### config.mk
export PLATFORM = sky130hd
export DESIGN_NAME = ble_advert_beacon_filter_unit
export DESIGN_NICKNAME = d
export VERILOG_FILES = /design/src/ble_abf_pkg.sv /design/src/ble_abf_csr.sv /design/src/ble_abf_walk.sv /design/src/ble_advert_beacon_filter_unit.sv
export SDC_FILE = /design/constraint.sdc
export NUM_CORES = 1
export LEC_CHECK = 0
export ABC_CLOCK_PERIOD_IN_PS = 5800
export BUFFER_PORTS_ARGS = -buffer_cell sky130_fd_sc_hd__buf_2
export CAP_MARGIN = 10
export CORE_ASPECT_RATIO = 2
export CORE_MARGIN = 1
export CORE_UTILIZATION = 26
export CTS_CLUSTER_SIZE = 30
export DETAILED_ROUTE_END_ITERATION = 10
export PLACE_DENSITY_LB_ADDON = 0.1
export SYNTH_ARGS = -nofsm -noshare
export SYNTH_HDL_FRONTEND = slang
export SYNTH_SLANG_ARGS = --single-unit
### constraint.sdc
create_clock -name clock -period 5.8 [get_ports clock]
set_input_delay 1.74 -clock clock [delete_from_list [all_inputs] [get_ports clock]]
set_output_delay 1.74 -clock clock [all_outputs]
set_load 0.1 [all_outputs]
### src/ble_abf_pkg.sv
package ble_abf_pkg;

   localparam int CSR_ADDR_W = 4;
   localparam int CSR_DATA_W = 64;

   // register select is paddr bit 3 (registers at 8 byte spacing)
   localparam logic CSR_TARGET_ENABLED = 1'b0;
   localparam logic CSR_TARGET_ADDRESS = 1'b1;

   localparam logic [7:0] MANUF_TYPE     = 8'hFF;
   localparam logic [7:0] MIN_BEACON_LEN = 8'd21;
   localparam logic [7:0] PREFIX_FIRST   = 8'd2;
   localparam logic [7:0] PREFIX_LAST    = 8'd21;

   typedef struct packed {
      logic              target_enabled;
      logic [47:0]       target_address;
   } cfg_type;

   typedef struct packed {
      logic [7:0]        adv_byte;
      logic              first_byte;
      logic              last_byte;
      logic [47:0]       peer_address;
      logic signed [7:0] signal_strength;
   } item_type;

   typedef struct packed {
      logic              accepted;
      logic [47:0]       sender_address;
      logic signed [7:0] sender_strength;
   } result_type;

   function automatic logic [7:0] beacon_prefix_byte(input logic [4:0] idx);
      logic [7:0] val;
      unique case (idx)
         5'd0:    val = 8'h4c;
         5'd1:    val = 8'h00;
         5'd2:    val = 8'h02;
         5'd3:    val = 8'h15;
         5'd4:    val = 8'h3b;
         5'd5:    val = 8'ha2;
         5'd6:    val = 8'h9c;
         5'd7:    val = 8'hd9;
         5'd8:    val = 8'ha4;
         5'd9:    val = 8'h2c;
         5'd10:   val = 8'h89;
         5'd11:   val = 8'h48;
         5'd12:   val = 8'h56;
         5'd13:   val = 8'hba;
         5'd14:   val = 8'hda;
         5'd15:   val = 8'hf2;
         5'd16:   val = 8'h60;
         5'd17:   val = 8'h6e;
         5'd18:   val = 8'hf7;
         5'd19:   val = 8'h77;
         default: val = 8'h00;
      endcase
      return val;
   endfunction

endpackage

### src/ble_abf_csr.sv
module ble_abf_csr (
   input  logic                               clock,
   input  logic                               reset,
   input  logic                               csr_psel,
   input  logic                               csr_penable,
   input  logic                               csr_pwrite,
   input  logic [ble_abf_pkg::CSR_ADDR_W-1:0] csr_paddr,
   input  logic [ble_abf_pkg::CSR_DATA_W-1:0] csr_pwdata,
   output logic [ble_abf_pkg::CSR_DATA_W-1:0] csr_prdata,
   output logic                               csr_pready,
   output ble_abf_pkg::cfg_type               cfg
);

   logic        target_enabled_ff;
   logic        target_enabled_in;
   logic [47:0] target_address_ff;
   logic [47:0] target_address_in;
   logic        wr_en;

   assign csr_pready = 1'b1;
   assign wr_en      = csr_psel & csr_penable & csr_pwrite;

   always_comb begin
      target_enabled_in = target_enabled_ff;
      target_address_in = target_address_ff;
      if (wr_en) begin
         unique case (csr_paddr[3])
            ble_abf_pkg::CSR_TARGET_ENABLED: target_enabled_in = csr_pwdata[0];
            ble_abf_pkg::CSR_TARGET_ADDRESS: target_address_in = csr_pwdata[47:0];
            default: ;
         endcase
      end
   end

   always_comb begin
      unique case (csr_paddr[3])
         ble_abf_pkg::CSR_TARGET_ENABLED: csr_prdata = {63'd0, target_enabled_ff};
         ble_abf_pkg::CSR_TARGET_ADDRESS: csr_prdata = {16'd0, target_address_ff};
         default:                         csr_prdata = '0;
      endcase
   end

   always_ff @(posedge clock) begin
      if (reset) begin
         target_enabled_ff <= 1'b0;
         target_address_ff <= 48'd0;
      end else begin
         target_enabled_ff <= target_enabled_in;
         target_address_ff <= target_address_in;
      end
   end

   assign cfg.target_enabled = target_enabled_ff;
   assign cfg.target_address = target_address_ff;

endmodule

### src/ble_abf_walk.sv
module ble_abf_walk #(
   parameter int MAX_ADV_LEN = 31
) (
   input  logic                    clock,
   input  logic                    reset,
   input  logic                    fire,
   input  ble_abf_pkg::item_type   item,
   input  ble_abf_pkg::cfg_type    cfg,
   output ble_abf_pkg::result_type result
);

   localparam int SEEN_W = $clog2(MAX_ADV_LEN + 1);
   localparam logic [SEEN_W-1:0] MAX_LEN = SEEN_W'(MAX_ADV_LEN);

   logic              walk_ended_ff, walk_ended_in, ended_e;
   logic [7:0]        length_ff, length_in, length_e;
   logic [7:0]        offset_ff, offset_in, offset_e;
   logic              manuf_ff, manuf_in, manuf_e, manuf_now;
   logic              prefix_ff, prefix_in, prefix_e, prefix_now;
   logic              hit_ff, hit_in, hit_e;
   logic [SEEN_W-1:0] seen_ff, seen_in, seen_e;
   logic [47:0]       addr_ff, addr_in;
   logic signed [7:0] strength_ff, strength_in;
   logic [7:0]        b;

   assign b = item.adv_byte;

   always_comb begin
      ended_e     = item.first_byte ? 1'b0 : walk_ended_ff;
      length_e    = item.first_byte ? 8'd0 : length_ff;
      offset_e    = item.first_byte ? 8'd0 : offset_ff;
      manuf_e     = item.first_byte ? 1'b0 : manuf_ff;
      prefix_e    = item.first_byte ? 1'b0 : prefix_ff;
      hit_e       = item.first_byte ? 1'b0 : hit_ff;
      seen_e      = item.first_byte ? '0 : seen_ff;
      addr_in     = item.first_byte ? item.peer_address : addr_ff;
      strength_in = item.first_byte ? item.signal_strength : strength_ff;

      walk_ended_in = ended_e;
      length_in     = length_e;
      offset_in     = offset_e;
      manuf_in      = manuf_e;
      prefix_in     = prefix_e;
      hit_in        = hit_e;
      seen_in       = seen_e;
      manuf_now     = manuf_e;
      prefix_now    = prefix_e;

      if (seen_e < MAX_LEN) begin
         seen_in = seen_e + SEEN_W'(1);
         if (!ended_e) begin
            if (offset_e == 8'd0) begin
               if (b == 8'd0) begin
                  walk_ended_in = 1'b1;
               end else begin
                  length_in = b;
                  offset_in = 8'd1;
                  manuf_in  = 1'b0;
                  prefix_in = 1'b1;
               end
            end else begin
               if (offset_e == 8'd1) begin
                  manuf_now = (b == ble_abf_pkg::MANUF_TYPE);
               end else if (offset_e >= ble_abf_pkg::PREFIX_FIRST &&
                            offset_e <= ble_abf_pkg::PREFIX_LAST &&
                            b != ble_abf_pkg::beacon_prefix_byte(
                                    5'(offset_e - ble_abf_pkg::PREFIX_FIRST))) begin
                  prefix_now = 1'b0;
               end
               manuf_in  = manuf_now;
               prefix_in = prefix_now;
               if (offset_e == length_e) begin
                  if (manuf_now && prefix_now &&
                      length_e >= ble_abf_pkg::MIN_BEACON_LEN) begin
                     hit_in        = 1'b1;
                     walk_ended_in = 1'b1;
                  end
                  offset_in = 8'd0;
               end else begin
                  offset_in = offset_e + 8'd1;
               end
            end
         end
      end

      if (item.last_byte) begin
         walk_ended_in = 1'b1;
      end
   end

   assign result.accepted        = cfg.target_enabled ? (addr_in == cfg.target_address)
                                                      : hit_in;
   assign result.sender_address  = addr_in;
   assign result.sender_strength = strength_in;

   always_ff @(posedge clock) begin
      if (reset) begin
         walk_ended_ff <= 1'b0;
         length_ff     <= 8'd0;
         offset_ff     <= 8'd0;
         manuf_ff      <= 1'b0;
         prefix_ff     <= 1'b0;
         hit_ff        <= 1'b0;
         seen_ff       <= '0;
         addr_ff       <= 48'd0;
         strength_ff   <= 8'sd0;
      end else if (fire) begin
         walk_ended_ff <= walk_ended_in;
         length_ff     <= length_in;
         offset_ff     <= offset_in;
         manuf_ff      <= manuf_in;
         prefix_ff     <= prefix_in;
         hit_ff        <= hit_in;
         seen_ff       <= seen_in;
         addr_ff       <= addr_in;
         strength_ff   <= strength_in;
      end
   end

`ifndef SYNTHESIS
   a_seen_bounded: assert property (@(posedge clock) disable iff (reset)
      seen_ff <= MAX_LEN)
      else $error("byte count past maximum length");

   a_ended_after_last: assert property (@(posedge clock) disable iff (reset)
      fire && item.last_byte |=> walk_ended_ff)
      else $error("walk still open after last byte");

   a_hit_ends_walk: assert property (@(posedge clock) disable iff (reset)
      hit_ff |-> walk_ended_ff)
      else $error("beacon hit without ended walk");
`endif

endmodule

### src/ble_advert_beacon_filter_unit.sv
// channel   direction  handshake            payload
// req       in         req_valid/req_stall  adv_byte first_byte last_byte peer_address
//                                           signal_strength
// rsp       out        rsp_valid/rsp_stall  accepted sender_address sender_strength
// csr       in         apb write/read       target_enabled (0x0) target_address (0x8)
//
// one byte per cycle sustained while req_stall is low; a byte is held in the input register,
// where the walk state updates, and a last byte's result lands in the output register
// synchronous active-high reset clears walk state, captures, config and valid flags
// req_stall rises only when a last-byte beat is held and the output register
// is full and stalled; bytes that make no result always pass
module ble_advert_beacon_filter_unit #(
   parameter int MAX_ADV_LEN = 31
) (
   input  logic                               clock,
   input  logic                               reset,
   input  logic                               req_valid,
   output logic                               req_stall,
   input  logic [7:0]                         req_adv_byte,
   input  logic                               req_first_byte,
   input  logic                               req_last_byte,
   input  logic [47:0]                        req_peer_address,
   input  logic signed [7:0]                  req_signal_strength,
   output logic                               rsp_valid,
   input  logic                               rsp_stall,
   output logic                               rsp_accepted,
   output logic [47:0]                        rsp_sender_address,
   output logic signed [7:0]                  rsp_sender_strength,
   input  logic                               csr_psel,
   input  logic                               csr_penable,
   input  logic                               csr_pwrite,
   input  logic [ble_abf_pkg::CSR_ADDR_W-1:0] csr_paddr,
   input  logic [ble_abf_pkg::CSR_DATA_W-1:0] csr_pwdata,
   output logic [ble_abf_pkg::CSR_DATA_W-1:0] csr_prdata,
   output logic                               csr_pready
);

   ble_abf_pkg::cfg_type    cfg;
   ble_abf_pkg::item_type   s1_ff, s1_in;
   ble_abf_pkg::result_type res_ff, res_in, walk_res;
   logic                    s1_valid_ff, s1_valid_in;
   logic                    out_valid_ff, out_valid_in;
   logic                    s1_go, s1_fire, req_accept, rsp_accept, load_out;

   ble_abf_csr u_csr (
      .clock       (clock),
      .reset       (reset),
      .csr_psel    (csr_psel),
      .csr_penable (csr_penable),
      .csr_pwrite  (csr_pwrite),
      .csr_paddr   (csr_paddr),
      .csr_pwdata  (csr_pwdata),
      .csr_prdata  (csr_prdata),
      .csr_pready  (csr_pready),
      .cfg         (cfg)
   );

   ble_abf_walk #(
      .MAX_ADV_LEN (MAX_ADV_LEN)
   ) u_walk (
      .clock  (clock),
      .reset  (reset),
      .fire   (s1_fire),
      .item   (s1_ff),
      .cfg    (cfg),
      .result (walk_res)
   );

   assign s1_go      = !s1_ff.last_byte || !out_valid_ff || !rsp_stall;
   assign s1_fire    = s1_valid_ff && s1_go;
   assign req_stall  = s1_valid_ff && !s1_go;
   assign req_accept = req_valid && !req_stall;
   assign rsp_accept = out_valid_ff && !rsp_stall;
   assign load_out   = s1_fire && s1_ff.last_byte;

   always_comb begin
      s1_in.adv_byte        = req_adv_byte;
      s1_in.first_byte      = req_first_byte;
      s1_in.last_byte       = req_last_byte;
      s1_in.peer_address    = req_peer_address;
      s1_in.signal_strength = req_signal_strength;

      if (req_accept) begin
         s1_valid_in = 1'b1;
      end else if (s1_fire) begin
         s1_valid_in = 1'b0;
      end else begin
         s1_valid_in = s1_valid_ff;
      end

      if (load_out) begin
         out_valid_in = 1'b1;
      end else if (rsp_accept) begin
         out_valid_in = 1'b0;
      end else begin
         out_valid_in = out_valid_ff;
      end

      res_in = load_out ? walk_res : res_ff;
   end

   always_ff @(posedge clock) begin
      if (reset) begin
         s1_valid_ff  <= 1'b0;
         out_valid_ff <= 1'b0;
      end else begin
         s1_valid_ff  <= s1_valid_in;
         out_valid_ff <= out_valid_in;
      end
   end

   always_ff @(posedge clock) begin
      if (req_accept) begin
         s1_ff <= s1_in;
      end
      res_ff <= res_in;
   end

   assign rsp_valid           = out_valid_ff;
   assign rsp_accepted        = res_ff.accepted;
   assign rsp_sender_address  = res_ff.sender_address;
   assign rsp_sender_strength = res_ff.sender_strength;

`ifndef SYNTHESIS
   a_no_overwrite: assert property (@(posedge clock) disable iff (reset)
      s1_valid_ff && s1_ff.last_byte && out_valid_ff && rsp_stall |-> req_stall && !s1_fire)
      else $error("result would overwrite a waiting beat");

   a_last_gives_result: assert property (@(posedge clock) disable iff (reset)
      load_out |=> out_valid_ff)
      else $error("last byte produced no result");

   a_stall_needs_item: assert property (@(posedge clock) disable iff (reset)
      req_stall |-> s1_valid_ff && s1_ff.last_byte)
      else $error("input stalled without a held last byte");
`endif

endmodule
After elaboration in Yosys (flattened, before gate mapping) --
Memories as Yosys holds them, arrays and structs flattened. Index checks and enable logic that the tools add are counted.
Operators by class: $add $sub $neg 3, order comparisons 4, equal/unequal tests 5, muxes and demuxes 58, bitwise gates (word level) 3, reductions and logical operators 22
Operators with widths (count):
- $mux 8 | 16
- $pmux 64 s2 | 1
- $eq 48x48->1 | 1
- $mux 48 | 1
- $mux 1 | 38
- $logic_not 8->1 | 2
- $mux 5 | 2
- $logic_and 1x1->1 | 9
- $add 8x1->8 const B | 1
- $eq 8x1->1 const B | 1
- $eq 8x8->1 | 1
- $eq 8x8->1 const B | 1
- $ge 8x2->1 const B | 1
- $ge 8x5->1 const B | 1
- $le 8x5->1 const B | 1
- $ne 8x8->1 | 1
- $add 5x1->5 const B | 1
- $logic_not 1->1 | 5
- $lt 5x5->1 const B | 1
- $sub 5x2->5 const B | 1
- $reduce_and 2->1 | 2
- $reduce_bool 2->1 | 2
- $and 1x1->1 | 2
- $logic_or 1x1->1 | 2
- $not 1->1 | 1
Word-level totals: flip-flop bits (word level) 255, bits in read-only memories 256, word-level logic and storage cells 117, memories kept 1
Memory list:
- (no name shown) | depth 32, width 8, read ports 1, clocked after Yosys merged registers in 0, write ports 0, line ble_abf_pkg.sv:36 | unique case (idx)

Logic depth before layout (Yosys ltp) --
Gate-level depths: netlist of run 1. An unclocked memory read counts as a cell.
word-level depth 22, mapped depth 16, gate-level depth less buffers 10

Hierarchy --
A second synthesis of run 1 with hierarchy kept.
Second synthesis, totals: cell total of the unflattened synthesis 1143, area total of the unflattened synthesis 11946.5 µm²
Modules (own cells, without submodules):
- ble_abf_walk | instances 1, cells each 721, area an instance 5472.7 µm², seq. area each 1621.6 µm²
- ble_advert_beacon_filter_unit | instances 1, cells each 136, area an instance 3786.1 µm², seq. area each 3733.6 µm²
- ble_abf_csr | instances 1, cells each 286, area an instance 2687.6 µm², seq. area each 980.9 µm²

Worst setup path after synthesis of run 1 --
Ideal clock, no wire load.
kind input -> register, start point input port rsp_stall, end point register s1_ff[0] in the netlist's numbering (enable), library setup time 0.490 ns, data arrival time 5.168 ns, setup slack 0.142 ns, stages 3, path buffers 0, cells stage by stage nand4_1 > inv_1 > nor2_1
Between the ends: word-level cells in the longest chain between the ends 6
RTL lines:
- from (decl) | line ble_advert_beacon_filter_unit.sv:25 | input logic rsp_stall,
- $logic_not 1->1 | line ble_advert_beacon_filter_unit.sv:69 | assign s1_go = !s1_ff.last_byte || !out_valid_ff || !rsp_stall;
- $logic_or 1x1->1 | line ble_advert_beacon_filter_unit.sv:69
- $logic_not 1->1 | line ble_advert_beacon_filter_unit.sv:71 | assign req_stall = s1_valid_ff && !s1_go;
- $logic_and 1x1->1 | line ble_advert_beacon_filter_unit.sv:71
- net req_stall | line ble_advert_beacon_filter_unit.sv:18 | output logic req_stall,
- $logic_not 1->1 | line ble_advert_beacon_filter_unit.sv:72 | assign req_accept = req_valid && !req_stall;
- $logic_and 1x1->1 | line ble_advert_beacon_filter_unit.sv:72
- net req_accept | line ble_advert_beacon_filter_unit.sv:43 | logic s1_go, s1_fire, req_accept, rsp_accept, load_out;
- to (signal assigned) | line ble_advert_beacon_filter_unit.sv:114 | s1_ff <= s1_in;
- to (decl) | line ble_advert_beacon_filter_unit.sv:39 | ble_abf_pkg::item_type s1_ff, s1_in;
The timed path passes the listed nets, and every way through them passes these cells. A chain may end at the register's enable or synchronous reset.

Final worst setup path of run 1 --
start point input port csr_paddr[3] in the netlist's numbering, end point output port csr_prdata[41] in the netlist's numbering
Between the ends: word-level cells in the longest chain between the ends 2
RTL lines:
- from (decl) | line ble_advert_beacon_filter_unit.sv:32 | input logic [ble_abf_pkg::CSR_ADDR_W-1:0] csr_paddr,
- $not 1->1 | line ble_abf_csr.sv:36 | unique case (csr_paddr[3])
- $pmux 64 s2 (*) | line ble_abf_csr.sv:36
- to (decl) | line ble_advert_beacon_filter_unit.sv:34 | output logic [ble_abf_pkg::CSR_DATA_W-1:0] csr_prdata,
Every way passes the cells marked *; elsewhere a longest branch is shown, timed or not. The select of a mux whose other input is x is not followed.

==> summary.md, run 1 <==
| Metric | Value |
|---|---|
| PnR worst setup slack | 0.944 ns |
| Wire length per cell after detailed routing | 20.5 um |
| Number of antenna violations at the first check in global routing | 4 |
| Largest fanout of any net on the critical path | 30 |
| Length of the first detailed-routing pass in iterations | 4 |
| Register area share after synthesis | 56.1% |
| Relative area change from synthesis to final layout | 22.2% |
| Most Used Layer, Global Route | met2 |
| Total congestion overflow after global routing | 0 |
| Wire length of the first global-routing pass | 56.7 mm |
| Gate Count Post-Synth | 1118 |
| Yosys top cell by area | sky130_fd_sc_hd__edfxtp_1 |
| Via count | 8731 |
| DRC violation count after routing | 0 |
| Maximum clock insertion buffer count | 3 |
| Buffers inserted by post-CTS timing repair | 0 |
| Number of primary I/O pins | 265 |
| Setup TNS | 0 ns |
| Max-capacitance violation count | 0 |
| Fraction of synthesized cell area taken by the top area cell type | 32.7% |
| Clock tree root driver cell | sky130_fd_sc_hd__clkbuf_16 |
| Via count of the first global-routing pass | 8745 |
| Detailed Route WL | 38.7 mm |
| Aggregate global-route resource usage | 17.4% |
| Global Route met1 Usage | 18.0% |
| Average instance area after synthesis | 10.1 um2 |
| Global routing usage on met2 | 34.3% |
| Placeable core region | 42700 um2 |
| CTS buffer count | 26 |
| Number of buffers added to fix hold violations after cts | 0 |
| Maximum ir drop on the vdd rail | 0.195 mV |
| Count of clock tree sinks | 255 |
| Clock tree from TritonCTS | yes |
| RSZ-0062 raised after global routing | no |
| Post-detail-place hpwl | 27.3 mm |
| Clock latency on the worst-skew pair | 0.55 ns |
| Cells taking the most area after synthesis | sky130_fd_sc_hd__edfxtp_1, sky130_fd_sc_hd__dfxtp_1, sky130_fd_sc_hd__mux2_2 |
| Row Count | 107 |
| Tmin final | 4.86 ns |
| Power per Cell Area | 313 nW/um2 |
| Top FF cell, synth | sky130_fd_sc_hd__dfxtp_1 |
| Number of nets in the final layout | 1462 |
| Die area | 44300 um2 |
| Nature of the critical path endpoint | output port |
| Number of enable-type register cells in the synthesized netlist | 123 |
| Number of pins with negative max-slew slack in the final report | 0 |
| Area of the mapped netlist | 11300 um2 |
| ANT nets after route | 0 |
| DP Worst Slack | 0.893 ns |
| Fin crit share | 83.7% |
| Max Clock Freq | 206 MHz |
| RD Place Congestion | 0.799 |
| Count of instances resized after the clock tree is built | 0 |
| CTS H-tree depth | 1 |
| Type of the worst setup path | in2out |
| Horiz. Die Dim | 149 um |
| Cell Area, Placed | 12900 um2 |
| Number of placed cells counting well taps | 1836 |
| Effective utilization at floorplan | 26.4% |
| Total of buffers placed on input and output ports | 228 |
| Slew Limit Headroom | 29.7% |
| Outcome | completed |
| Clock Skews | 0.0134 ns |
| Signal arrival time at the worst endpoint | 3.12 ns |
| Pin count of the biggest net entering global routing | 75 |
| Data required time at the worst endpoint | 4.06 ns |
| Clock input transition at the sequential cells of the worst setup and hold paths | 0.07 ns |
| Layout cell share with drive strength beyond 1 | 26.4% |
| Post-route cell area | 13800 um2 |
| # setup viols final | 0 |
| Global Route met3 Usage | 2.43% |
| Number of cells traversed by the worst register-to-register path | 11 |
| Cell leakage power | 5.50 nW |
| Height of the die | 297 um |
| Initial DRC Count | 306 |
| Synthesis-stage register bit count | 255 |
| Worst Hold Class | reg2reg |
| Via density per instance | 4.63 |
| Sort of element at the start of the critical path | primary input |
| Post-synth cell types | 67 |
| Post-synthesis async set-or-reset flop share | 0% |
| Hold-critical path depth | 2 |
| Slew of the pin with the lowest slew margin | 1.05 ns |
| Number of warnings issued by yosys | 0 |
| Final-report hold violation count | 0 |
| Worst-case hold slack | 0.453 ns |
| Final cell count without fillers | 1885 |
cells in the mapped netlist (all sizes together) (2+ instances only):
library cell / number
o211ai: 2
nor2: 144
a21boi: 3
or4: 2
buf: 34
and2: 53
o41ai: 2
a211o: 2
nor4: 22
nand2: 134
xnor2: 7
nor3: 63
conb: 2
and3: 3
or2: 2
a311oi: 3
a31oi: 9
a22oi: 11
ha: 2
xor2: 57
clkbuf: 51
mux2i: 4
o21bai: 2
mux2: 58
nand3: 14
o22ai: 5
or3b: 3
nor4bb: 2
nor2b: 7
or3: 5
o21ai: 21
a21oi: 78
nand4: 9
inv: 8
o21a: 2
a221o: 2
edfxtp: 123
dfxtp: 132
nand2b: 9
nand3b: 5
a211oi: 7
final timing paths:
path	from	end	slack [ns]
worst max-delay path	csr_paddr[3]	csr_prdata[41]	0.94
worst min-delay path	u_walk.strength_ff[1]$_SDFFE_PP0P_	u_walk.strength_ff[1]$_SDFFE_PP0P_	0.45
worst max register to register	u_walk.offset_ff[2]$_SDFFE_PP0P_	rsp_accepted$_DFFE_PP_	1.74
worst min register to register	u_walk.strength_ff[1]$_SDFFE_PP0P_	u_walk.strength_ff[1]$_SDFFE_PP0P_	0.45
sequential cells by signal (all words and copies together) (netlist names):
signal / cells
u_walk.hit_ff: 1
u_walk.strength_ff: 8
rsp_valid: 1
u_csr.target_address_ff: 48
u_walk.length_ff: 8
rsp_accepted: 1
rsp_sender_address: 48
rsp_sender_strength: 8
u_walk.offset_ff: 8
u_walk.prefix_ff: 1
u_walk.manuf_ff: 1
s1_valid_ff: 1
u_csr.target_enabled_ff: 1
u_walk.walk_ended_ff: 1
s1_ff: 66
u_walk.addr_ff: 48
u_walk.seen_ff: 5
layer usage:
layer / vias up / routed length, um
met3: 51 / 1500
met2: 224 / 22100
li1: 4272 / -
met4: 4 / 1150
met1: 4180 / 13900
met5: - / 25
cell type report:
cell class,count,area (um2)
Antenna cell,1,2.50
Multi-Input combinational cell,785,4610
Sequential cell,255,6340
Inverter,8,30.0
Tap cell,545,682
Clock inverter,11,139
Clock buffer,37,733
Timing Repair Buffer,243,1270
Fill cell,4429,28900
cell families (layout without fill, tap and decap cells):
group	Yosys count	in the layout	synth area share, %
buffers and inverters	93	299	3.81
flip-flops	255	255	56.1
multiplexers	62	62	6.14
AO/OA/AOI/OAI	160	160	8.62
other	2	18	0.0665
XOR/XNOR	64	64	5.10
AND/OR/NAND/NOR	480	480	20.0
adder cells (fa/ha/maj)	2	2	0.222
where the power goes:
group / leakage [nW] / switching [mW] / total (mW) / internal [mW]
registers: 2.25 / 0.0488 / 2.02 / 1.97
logic: 2.84 / 0.394 / 0.537 / 0.143
clock network: 0.415 / 0.748 / 1.76 / 1.02
worst max-delay path, stage by stage:
cell                     delay [ns]
sky130_fd_sc_hd__buf_2         0.42
sky130_fd_sc_hd__buf_4         0.34
sky130_fd_sc_hd__and2_1        0.17
sky130_fd_sc_hd__buf_2         0.42
stage by stage:
stage | utilization (%) | power, mW
floorplan | - | 2.44
global placement | 30.3 | 2.61
detailed placement | 30.3 | 2.62
CTS | 32.3 | 4.41
global route | 32.3 | 4.49
finish | 32.3 | 4.32
cells in the final DEF, fill, tap and decap left out, types with 3 or more instances in the layout:
| master | synthesis | final |
|---|---|---|
| sky130_fd_sc_hd__and2_1 | 53 | 52 |
| sky130_fd_sc_hd__clkbuf_1 | 51 | 8 |
| sky130_fd_sc_hd__buf_2 | 8 | 227 |
| sky130_fd_sc_hd__a311oi_1 | 3 | 3 |
| sky130_fd_sc_hd__xnor2_1 | 6 | 6 |
| sky130_fd_sc_hd__nand4_1 | 9 | 9 |
| sky130_fd_sc_hd__a211oi_1 | 6 | 6 |
| sky130_fd_sc_hd__buf_4 | 17 | 15 |
| sky130_fd_sc_hd__mux2_2 | 57 | 57 |
| sky130_fd_sc_hd__a31oi_1 | 9 | 9 |
| sky130_fd_sc_hd__clkbuf_16 | 0 | 27 |
| sky130_fd_sc_hd__dfxtp_1 | 132 | 132 |
| sky130_fd_sc_hd__o21ai_0 | 20 | 20 |
| sky130_fd_sc_hd__clkinvlp_4 | 0 | 3 |
| sky130_fd_sc_hd__nor2b_1 | 7 | 7 |
| sky130_fd_sc_hd__a22oi_1 | 11 | 11 |
| sky130_fd_sc_hd__inv_1 | 8 | 8 |
| sky130_fd_sc_hd__nand3b_1 | 5 | 5 |
| sky130_fd_sc_hd__nand2b_1 | 9 | 9 |
| sky130_fd_sc_hd__nand2_1 | 134 | 133 |
| sky130_fd_sc_hd__xor2_1 | 56 | 56 |
| sky130_fd_sc_hd__conb_1 | 2 | 17 |
| sky130_fd_sc_hd__edfxtp_1 | 123 | 123 |
| sky130_fd_sc_hd__nor2_1 | 144 | 142 |
| sky130_fd_sc_hd__bufinv_16 | 0 | 3 |
| sky130_fd_sc_hd__a21oi_1 | 78 | 78 |
| sky130_fd_sc_hd__nand3_1 | 14 | 14 |
| sky130_fd_sc_hd__mux2i_1 | 4 | 4 |
| sky130_fd_sc_hd__or3_1 | 5 | 5 |
| sky130_fd_sc_hd__o22ai_1 | 5 | 5 |
| sky130_fd_sc_hd__nor3_1 | 63 | 63 |
| sky130_fd_sc_hd__nor4_1 | 20 | 20 |
Power figures use the tool's default switching activity.
==> inputs of run 2 (changes only) <==
--- a/config.mk
+++ b/config.mk
@@ -5,7 +5,7 @@
 export SDC_FILE = /design/constraint.sdc
 export NUM_CORES = 1
 export LEC_CHECK = 0
-export ABC_CLOCK_PERIOD_IN_PS = 5800
+export ABC_CLOCK_PERIOD_IN_PS = 4950
 export BUFFER_PORTS_ARGS = -buffer_cell sky130_fd_sc_hd__buf_2
 export CAP_MARGIN = 10
 export CORE_ASPECT_RATIO = 2
==> constraint.sdc (replaced) <==
create_clock -name clock -period 4.95 [get_ports clock]
set_input_delay 1.485 -clock clock [delete_from_list [all_inputs] [get_ports clock]]
set_output_delay 1.485 -clock clock [all_outputs]
set_load 0.1 [all_outputs]
==> run 2 against run 1 <==
Flip-flop and latch count stayed put. Setup slack lost 0.26 ns. First-iteration DRC count grew 28%. Non-clock buffer count stayed put. Critical path depth is the same. Clock power is 15% higher.
==> summary.md, run 2 (synthesis gave the netlist of run 1 again) <==
| Metric | Value |
|---|---|
| Critical Path Source | csr_paddr[3] (unchanged) |
| Number of placed cells counting well taps | 1836 (unchanged) |
| Outcome | completed (unchanged) |
| Worst path most repeated cell | sky130_fd_sc_hd__buf_2 (unchanged) |
| Height of the die | 297 um (unchanged) |
| Initial DRC Count | 391 (was 306) |
| FF-to-FF setup slack | 1.09 ns (was 1.74 ns) |
| Wire length per cell after detailed routing | 20.3 um (was 20.5 um) |
| Total of buffers placed on input and output ports | 228 (unchanged) |
| Crit Reg-Reg Startpoint | s1_ff[57]$_DFFE_PP_ (was u_walk.offset_ff[2]$_SDFFE_PP0P_) |
| Clock tree root driver cell | sky130_fd_sc_hd__clkbuf_16 (unchanged) |
| Final cell count without fillers | 1888 (was 1885) |
| Maximum ir drop on the vdd rail | 0.259 mV (was 0.195 mV) |
| Number of pins with negative max-slew slack in the final report | 0 (unchanged) |
| Die area | 44300 um2 (unchanged) |
| Length of the first detailed-routing pass in iterations | 4 (unchanged) |
| RSZ-0062 raised after global routing | no (unchanged) |
| Buffers inserted by post-CTS timing repair | 0 (unchanged) |
| Type of the worst setup path | in2out (unchanged) |
| # setup viols final | 0 (unchanged) |
| Clock latency on the worst-skew pair | 0.56 ns (was 0.55 ns) |
| Placeable core region | 42700 um2 (unchanged) |
| Number of buffers added to fix hold violations after cts | 0 (unchanged) |
| Highest-delay cell along the critical path | sky130_fd_sc_hd__buf_2 (unchanged) |
| Cell leakage power | 5.51 nW (was 5.50 nW) |
| Via count of the first global-routing pass | 8841 (was 8745) |
| Count of clock tree sinks | 255 (unchanged) |
| CTS buffer count | 27 (was 26) |
| Slew Limit Headroom | 32.3% (was 29.7%) |
| Most used cells in the layout excluding fill and tap cells | sky130_fd_sc_hd__buf_2, sky130_fd_sc_hd__nor2_1, sky130_fd_sc_hd__nand2_1, sky130_fd_sc_hd__dfxtp_1, sky130_fd_sc_hd__edfxtp_1 (unchanged) |
| CTS H-tree depth | 1 (unchanged) |
| Aggregate global-route resource usage | 17.1% (was 17.4%) |
| Pin count of the biggest net entering global routing | 90 (was 75) |
| Number of antenna violations at the first check in global routing | 3 (was 4) |
| Max-capacitance violation count | 0 (unchanged) |
| Signal arrival time at the worst endpoint | 2.78 ns (was 3.12 ns) |
| Layout cell share with drive strength beyond 1 | 26.5% (was 26.4%) |
| Slew of the pin with the lowest slew margin | 1.02 ns (was 1.05 ns) |
| Via density per instance | 4.65 (was 4.63) |
| Max Clock Freq | 234 MHz |
| ANT nets after route | 0 (unchanged) |
| Maximum clock insertion buffer count | 3 (unchanged) |
| Worst Hold Class | reg2reg (unchanged) |
| Clock Skews | 0.0225 ns (was 0.0134 ns) |
| Final-report hold violation count | 0 (unchanged) |
| Row Count | 107 (unchanged) |
| Number of primary I/O pins | 265 (unchanged) |
| Crit path cell chain | buf_2, buf_12, mux2_2, buf_2 (was buf_2, buf_4, and2_1, buf_2) |
| Number of nets in the final layout | 1463 (was 1462) |
| Largest fanout of any net on the critical path | 27 (was 30) |
| Clock tree from TritonCTS | yes (unchanged) |
| Number of cells traversed by the worst register-to-register path | 10 (was 11) |
| RR Endpoint | rsp_accepted$_DFFE_PP_ (unchanged) |
| Power per Cell Area | 364 nW/um2 (was 313 nW/um2) |
| Total congestion overflow after global routing | 0 (unchanged) |
| RD Place Congestion | 0.804 (was 0.799) |
| Setup TNS | 0 ns (unchanged) |
| Via count | 8772 (was 8731) |
| Relative area change from synthesis to final layout | 22.2% (about the same) |
| Nature of the critical path endpoint | output port (unchanged) |
| Wire length of the first global-routing pass | 56.0 mm (was 56.7 mm) |
| Data required time at the worst endpoint | 3.46 ns (was 4.06 ns) |
| Sort of element at the start of the critical path | primary input (unchanged) |
| Post-detail-place hpwl | 26.6 mm (was 27.3 mm) |
| Count of instances resized after the clock tree is built | 0 (unchanged) |
| Clock input transition at the sequential cells of the worst setup and hold paths | 0.06 ns (was 0.07 ns) |
| Tmin final | 4.26 ns |
| Most common library cell in the layout ignoring fill and taps | sky130_fd_sc_hd__buf_2 (unchanged) |
| Effective utilization at floorplan | 26.4% (unchanged) |
| Maximum single-stage delay on the critical path | 0.40 ns (was 0.42 ns) |
| Fin crit share | 86.2% |
| Number of flip-flops under the largest register name | 66 (unchanged) |
| Capturing element of the worst setup path | csr_prdata[0] (was csr_prdata[41]) |
| DRC violation count after routing | 0 (unchanged) |
| Detailed Route WL | 38.4 mm (was 38.7 mm) |
| Horiz. Die Dim | 149 um (unchanged) |
| Register name with the most flops | s1_ff (unchanged) |
## run 2: changes by cell type in the layout (fill, tap and decap cells not counted), sizes merged
cell,delta
bufinv,-2
clkbuf,+4
clkinv,-1
clkinvlp,-2
diode,+2
inv,+2
## run 2: worst max-delay path: cells and delay by family
kind	cells	cell delay [ns]
multiplexers	1	0.35
buffers and inverters	3	0.93
## run 2: worst min path at each step
stage	startpoint	to	cells past startpoint	slack, ns
global route	u_walk.strength_ff[2]$_SDFFE_PP0P_	u_walk.strength_ff[2]$_SDFFE_PP0P_	2	0.47
CTS	u_walk.strength_ff[2]$_SDFFE_PP0P_	u_walk.strength_ff[2]$_SDFFE_PP0P_	2	0.46
global placement	u_walk.strength_ff[0]$_SDFFE_PP0P_	u_walk.strength_ff[0]$_SDFFE_PP0P_	2	0.44
finish	u_walk.strength_ff[2]$_SDFFE_PP0P_	u_walk.strength_ff[2]$_SDFFE_PP0P_	2	0.45
floorplan	u_walk.strength_ff[0]$_SDFFE_PP0P_	u_walk.strength_ff[0]$_SDFFE_PP0P_	2	0.43
detailed placement	u_walk.strength_ff[2]$_SDFFE_PP0P_	u_walk.strength_ff[2]$_SDFFE_PP0P_	2	0.45
## run 2: power by group
part	leakage, nW	internal [mW]	switching [mW]
combinational	2.84	0.169	0.465
clock	0.416	1.14	0.887
sequential	2.25	2.31	0.0552
## run 2: cell type report
class	count	area (um2)
fill	4432	28900
clock buffer	41	778
clock inverter	8	72.6
antenna	3	7.51
inverter	8	30.0
multi-input combinational	785	4610
timing repair buffer	243	1280
tap	545	682
sequential	255	6340
## run 2: routing by layer
layer	vias to the layer above	share of wire, %	GRT usage (%)
met5	-	0	0
met4	0	2.7	6.20
met3	53	4.1	2.46
met2	241	57	33.1
met1	4195	36	18.1
li1	4283	-	-
## run 2: through the flow
step	power, mW	setup WS [ns]	utilization, %	hold slack [ns]	instance area, um2
2_1_floorplan	2.86	0.663	-	0.434	11400
3_3_place_gp	3.06	0.704	30.3	0.440	12900
3_5_place_dp	3.07	0.673	30.3	0.447	12900
4_1_cts	5.13	0.673	32.3	0.456	13800
5_1_grt	5.23	0.601	32.3	0.472	13800
6_report	5.03	0.686	32.3	0.454	13800
==> inputs of run 3 (changes only) <==
--- a/config.mk
+++ b/config.mk
@@ -6,13 +6,14 @@
 export NUM_CORES = 1
 export LEC_CHECK = 0
 export ABC_CLOCK_PERIOD_IN_PS = 4950
-export BUFFER_PORTS_ARGS = -buffer_cell sky130_fd_sc_hd__buf_2
 export CAP_MARGIN = 10
 export CORE_ASPECT_RATIO = 2
 export CORE_MARGIN = 1
 export CORE_UTILIZATION = 26
 export CTS_CLUSTER_SIZE = 30
 export DETAILED_ROUTE_END_ITERATION = 10
+export DONT_BUFFER_PORTS = 1
+export GPL_ROUTABILITY_DRIVEN = 0
 export PLACE_DENSITY_LB_ADDON = 0.1
 export SYNTH_ARGS = -nofsm -noshare
 export SYNTH_HDL_FRONTEND = slang
==> run 3 against run 2 <==
First-iteration DRC count is 18% lower. Power down 2.8%. Setup slack improved by 0.50 ns. Clock power is 3% lower. Critical endpoint is now req_stall. Critical path type unchanged. Die area did not move. Utilization is 2.0 points lower. Non-clock buffer count down 188. Final cell count shrank 10%. Critical path depth decreased by 2. Global-route usage up 0.23 points.
==> summary.md, run 3 (synthesis gave the netlist of run 1 again) <==
| Metric | Value |
|---|---|
| Clock tree from TritonCTS | yes (unchanged) |
| Die area | 44300 um2 (unchanged) |
| Row Count | 107 (unchanged) |
| Data required time at the worst endpoint | 3.46 ns (about the same) |
| CTS H-tree depth | 1 (unchanged) |
| Crit path buf inv count | 1 (was 3) |
| Count of clock tree sinks | 255 (unchanged) |
| Post-detail-place hpwl | 26.1 mm (was 26.6 mm) |
| Maximum ir drop on the vdd rail | 0.254 mV (was 0.259 mV) |
| Signal arrival time at the worst endpoint | 2.28 ns (was 2.78 ns) |
| Via density per instance | 4.78 (was 4.65) |
| Detailed Route WL | 38.8 mm (was 38.4 mm) |
| Switching fraction of total power | 27.4% (was 28.0%) |
| Clock tree root driver cell | sky130_fd_sc_hd__clkbuf_16 (unchanged) |
| Internal power consumption | 3.55 mW (was 3.62 mW) |
| Outcome | completed (unchanged) |
| Family of cells with the greatest summed delay on the critical path | buffers and inverters (unchanged) |
| Type of the worst setup path | in2out (unchanged) |
| Slew Limit Headroom | 29.6% (was 32.3%) |
| Initial DRC Count | 320 (was 391) |
| Critical Path Source | rsp_stall (was csr_paddr[3]) |
| Maximum clock insertion buffer count | 3 (unchanged) |
| Number of buffers added to fix hold violations after cts | 0 (unchanged) |
| Utilization of the core after routing | 30.3% (was 32.3%) |
| Capturing element of the worst setup path | req_stall (was csr_prdata[0]) |
| Relative area change from synthesis to final layout | 14.5% (was 22.2%) |
| Final-report hold violation count | 0 (unchanged) |
| Wire length per cell after detailed routing | 22.9 um (was 20.3 um) |
| Wire length of the first global-routing pass | 55.8 mm (was 56.0 mm) |
| Crit path cell chain | nand4_1, inv_1 (was buf_2, buf_12, mux2_2, buf_2) |
| DP Worst Slack | 1.17 ns (was 0.673 ns) |
| Nature of the critical path endpoint | output port (unchanged) |
| RSZ-0062 raised after global routing | no (unchanged) |
| Slew of the pin with the lowest slew margin | 1.06 ns (was 1.02 ns) |
| Depth of the critical timing path with buffers and inverters included | 2 (was 4) |
| Total of buffers placed on input and output ports | 0 (was 228) |
| CTS buffer count | 26 (was 27) |
| Maximum single-stage delay on the critical path | 0.69 ns (was 0.40 ns) |
| Highest-delay cell along the critical path | sky130_fd_sc_hd__inv_1 (was sky130_fd_sc_hd__buf_2) |
| Max-capacitance violation count | 0 (unchanged) |
| Setup TNS | 0 ns (unchanged) |
| Effective utilization at floorplan | 26.4% (unchanged) |
| Sequential power share | 50.8% (was 47.1%) |
| Number of inserted filler cells in the final layout | 4394 (was 4432) |
| Number of cells traversed by the worst register-to-register path | 9 (was 10) |
| Crit Reg-Reg Startpoint | s1_ff[57]$_DFFE_PP_ (unchanged) |
| Horiz. Die Dim | 149 um (unchanged) |
| Via count | 8104 (was 8772) |
| Layout cell share with drive strength beyond 1 | 14.3% (was 26.5%) |
| Number of flip-flops under the largest register name | 66 (unchanged) |
| Clock Skews | 0.0109 ns (was 0.0225 ns) |
| Cell leakage power | 4.72 nW (was 5.51 nW) |
| # setup viols final | 0 (unchanged) |
| Sort of element at the start of the critical path | primary input (unchanged) |
| Number of pins with negative max-slew slack in the final report | 0 (unchanged) |
| RR Endpoint | u_walk.walk_ended_ff$_SDFFE_PP0P_ (was rsp_accepted$_DFFE_PP_) |
| DRC violation count after routing | 0 (unchanged) |
| Largest fanout of any net on the critical path | 3 (was 27) |
| Sw Pwr | 1.34 mW (was 1.41 mW) |
| Tmin final | 3.77 ns (was 4.26 ns) |
| Worst Hold Class | reg2reg (unchanged) |
| Fin crit share | 76.1% (was 86.2%) |
| Pin count of the biggest net entering global routing | 134 (was 90) |
| Power share of the clock group | 40.2% (about the same) |
| Final Power | 4.88 mW (was 5.03 mW) |
| Number of antenna violations at the first check in global routing | 3 (unchanged) |
| PnR worst setup slack | 1.18 ns (was 0.686 ns) |
| ANT nets after route | 0 (unchanged) |
| Number of primary I/O pins | 265 (unchanged) |
| Register name with the most flops | s1_ff (unchanged) |
| Clock input transition at the sequential cells of the worst setup and hold paths | 0.07 ns (was 0.06 ns) |
| Most used cells in the layout excluding fill and tap cells | sky130_fd_sc_hd__nor2_1, sky130_fd_sc_hd__nand2_1, sky130_fd_sc_hd__dfxtp_1, sky130_fd_sc_hd__edfxtp_1, sky130_fd_sc_hd__a21oi_1 (was sky130_fd_sc_hd__buf_2, sky130_fd_sc_hd__nor2_1, sky130_fd_sc_hd__nand2_1, sky130_fd_sc_hd__dfxtp_1, sky130_fd_sc_hd__edfxtp_1) |
| Most common library cell in the layout ignoring fill and taps | sky130_fd_sc_hd__nor2_1 (was sky130_fd_sc_hd__buf_2) |
| Area taken by multi-input logic gates | 4610 um2 (unchanged) |
| Buffers inserted by post-CTS timing repair | 0 (unchanged) |
| Power per Cell Area | 378 nW/um2 (was 364 nW/um2) |
| Clock latency on the worst-skew pair | 0.55 ns (was 0.56 ns) |
| Height of the die | 297 um (unchanged) |
| Combinational group share of total power | 9.0% (was 12.6%) |
| Area of all sequential standard cells | 6340 um2 (unchanged) |
| Length of the first detailed-routing pass in iterations | 4 (unchanged) |
| Total congestion overflow after global routing | 0 (unchanged) |
| Via count of the first global-routing pass | 8175 (was 8841) |
| FF-to-FF setup slack | 1.34 ns (was 1.09 ns) |
| Count of instances resized after the clock tree is built | 0 (unchanged) |
| Max Clock Freq | 265 MHz (was 234 MHz) |
| Aggregate global-route resource usage | 17.4% (was 17.1%) |
| Number of nets in the final layout | 1274 (was 1463) |
| Placeable core region | 42700 um2 (unchanged) |
## run 3: cell count changes in the layout (fill, tap and decap cells not counted), sizes merged
cell | before | now
buf | 243 | 55
clkinvlp | 1 | 3
diode | 3 | 1
inv | 11 | 8
## run 3: layout make-up
cell class / instances / area share, %
Antenna cell: 1 / 0.0193
Clock buffer: 41 / 5.86
Clock inverter: 7 / 0.551
Inverter: 8 / 0.232
Multi-Input combinational cell: 785 / 35.7
Sequential cell: 255 / 49.0
Tap cell: 545 / 5.27
Timing Repair Buffer: 55 / 3.39
## run 3: worst min-delay path by stage
stage | start | to | cells after the start
2_1_floorplan | u_walk.strength_ff[0]$_SDFFE_PP0P_ | u_walk.strength_ff[0]$_SDFFE_PP0P_ | 2
3_3_place_gp | u_walk.strength_ff[7]$_SDFFE_PP0P_ | u_walk.strength_ff[7]$_SDFFE_PP0P_ | 2
3_5_place_dp | u_walk.strength_ff[0]$_SDFFE_PP0P_ | u_walk.strength_ff[0]$_SDFFE_PP0P_ | 2
4_1_cts | u_walk.strength_ff[4]$_SDFFE_PP0P_ | u_walk.strength_ff[4]$_SDFFE_PP0P_ | 2
5_1_grt | u_walk.strength_ff[0]$_SDFFE_PP0P_ | u_walk.strength_ff[0]$_SDFFE_PP0P_ | 2
6_report | u_walk.strength_ff[1]$_SDFFE_PP0P_ | u_walk.strength_ff[1]$_SDFFE_PP0P_ | 2
## run 3: power groups by stage
stage                     Clock (mW)  Sequential (mW)  Combinational [mW]
after floorplan                    0             2.50               0.357
after global placement             0             2.53               0.452
after detailed placement           0             2.53               0.454
after CTS                       2.05             2.48               0.455
after global routing            2.12             2.49               0.479
final                           1.96             2.48               0.440
## run 3: metal layers
metal  vias to the layer above  routed length [um]  GRT usage (%)  share of wire (%)
li1                       3898                   -              -                  -
met1                      3936               13900           17.4                 36
met2                       221               22000           34.5                 57
met3                        49                1840           3.29                4.7
met4                         0                1070           5.52                2.7
met5                         -                   0              0                  0
## run 3: per-stage QoR
step / instances / area [um2] / hold WS [ns]
6_report: 1697 / 12900 / 0.452
5_1_grt: 1697 / 12900 / 0.468
4_1_cts: 1696 / 12900 / 0.457
3_5_place_dp: 1648 / 12100 / 0.447
3_3_place_gp: 1648 / 12100 / 0.437
2_1_floorplan: 1133 / 11400 / 0.434
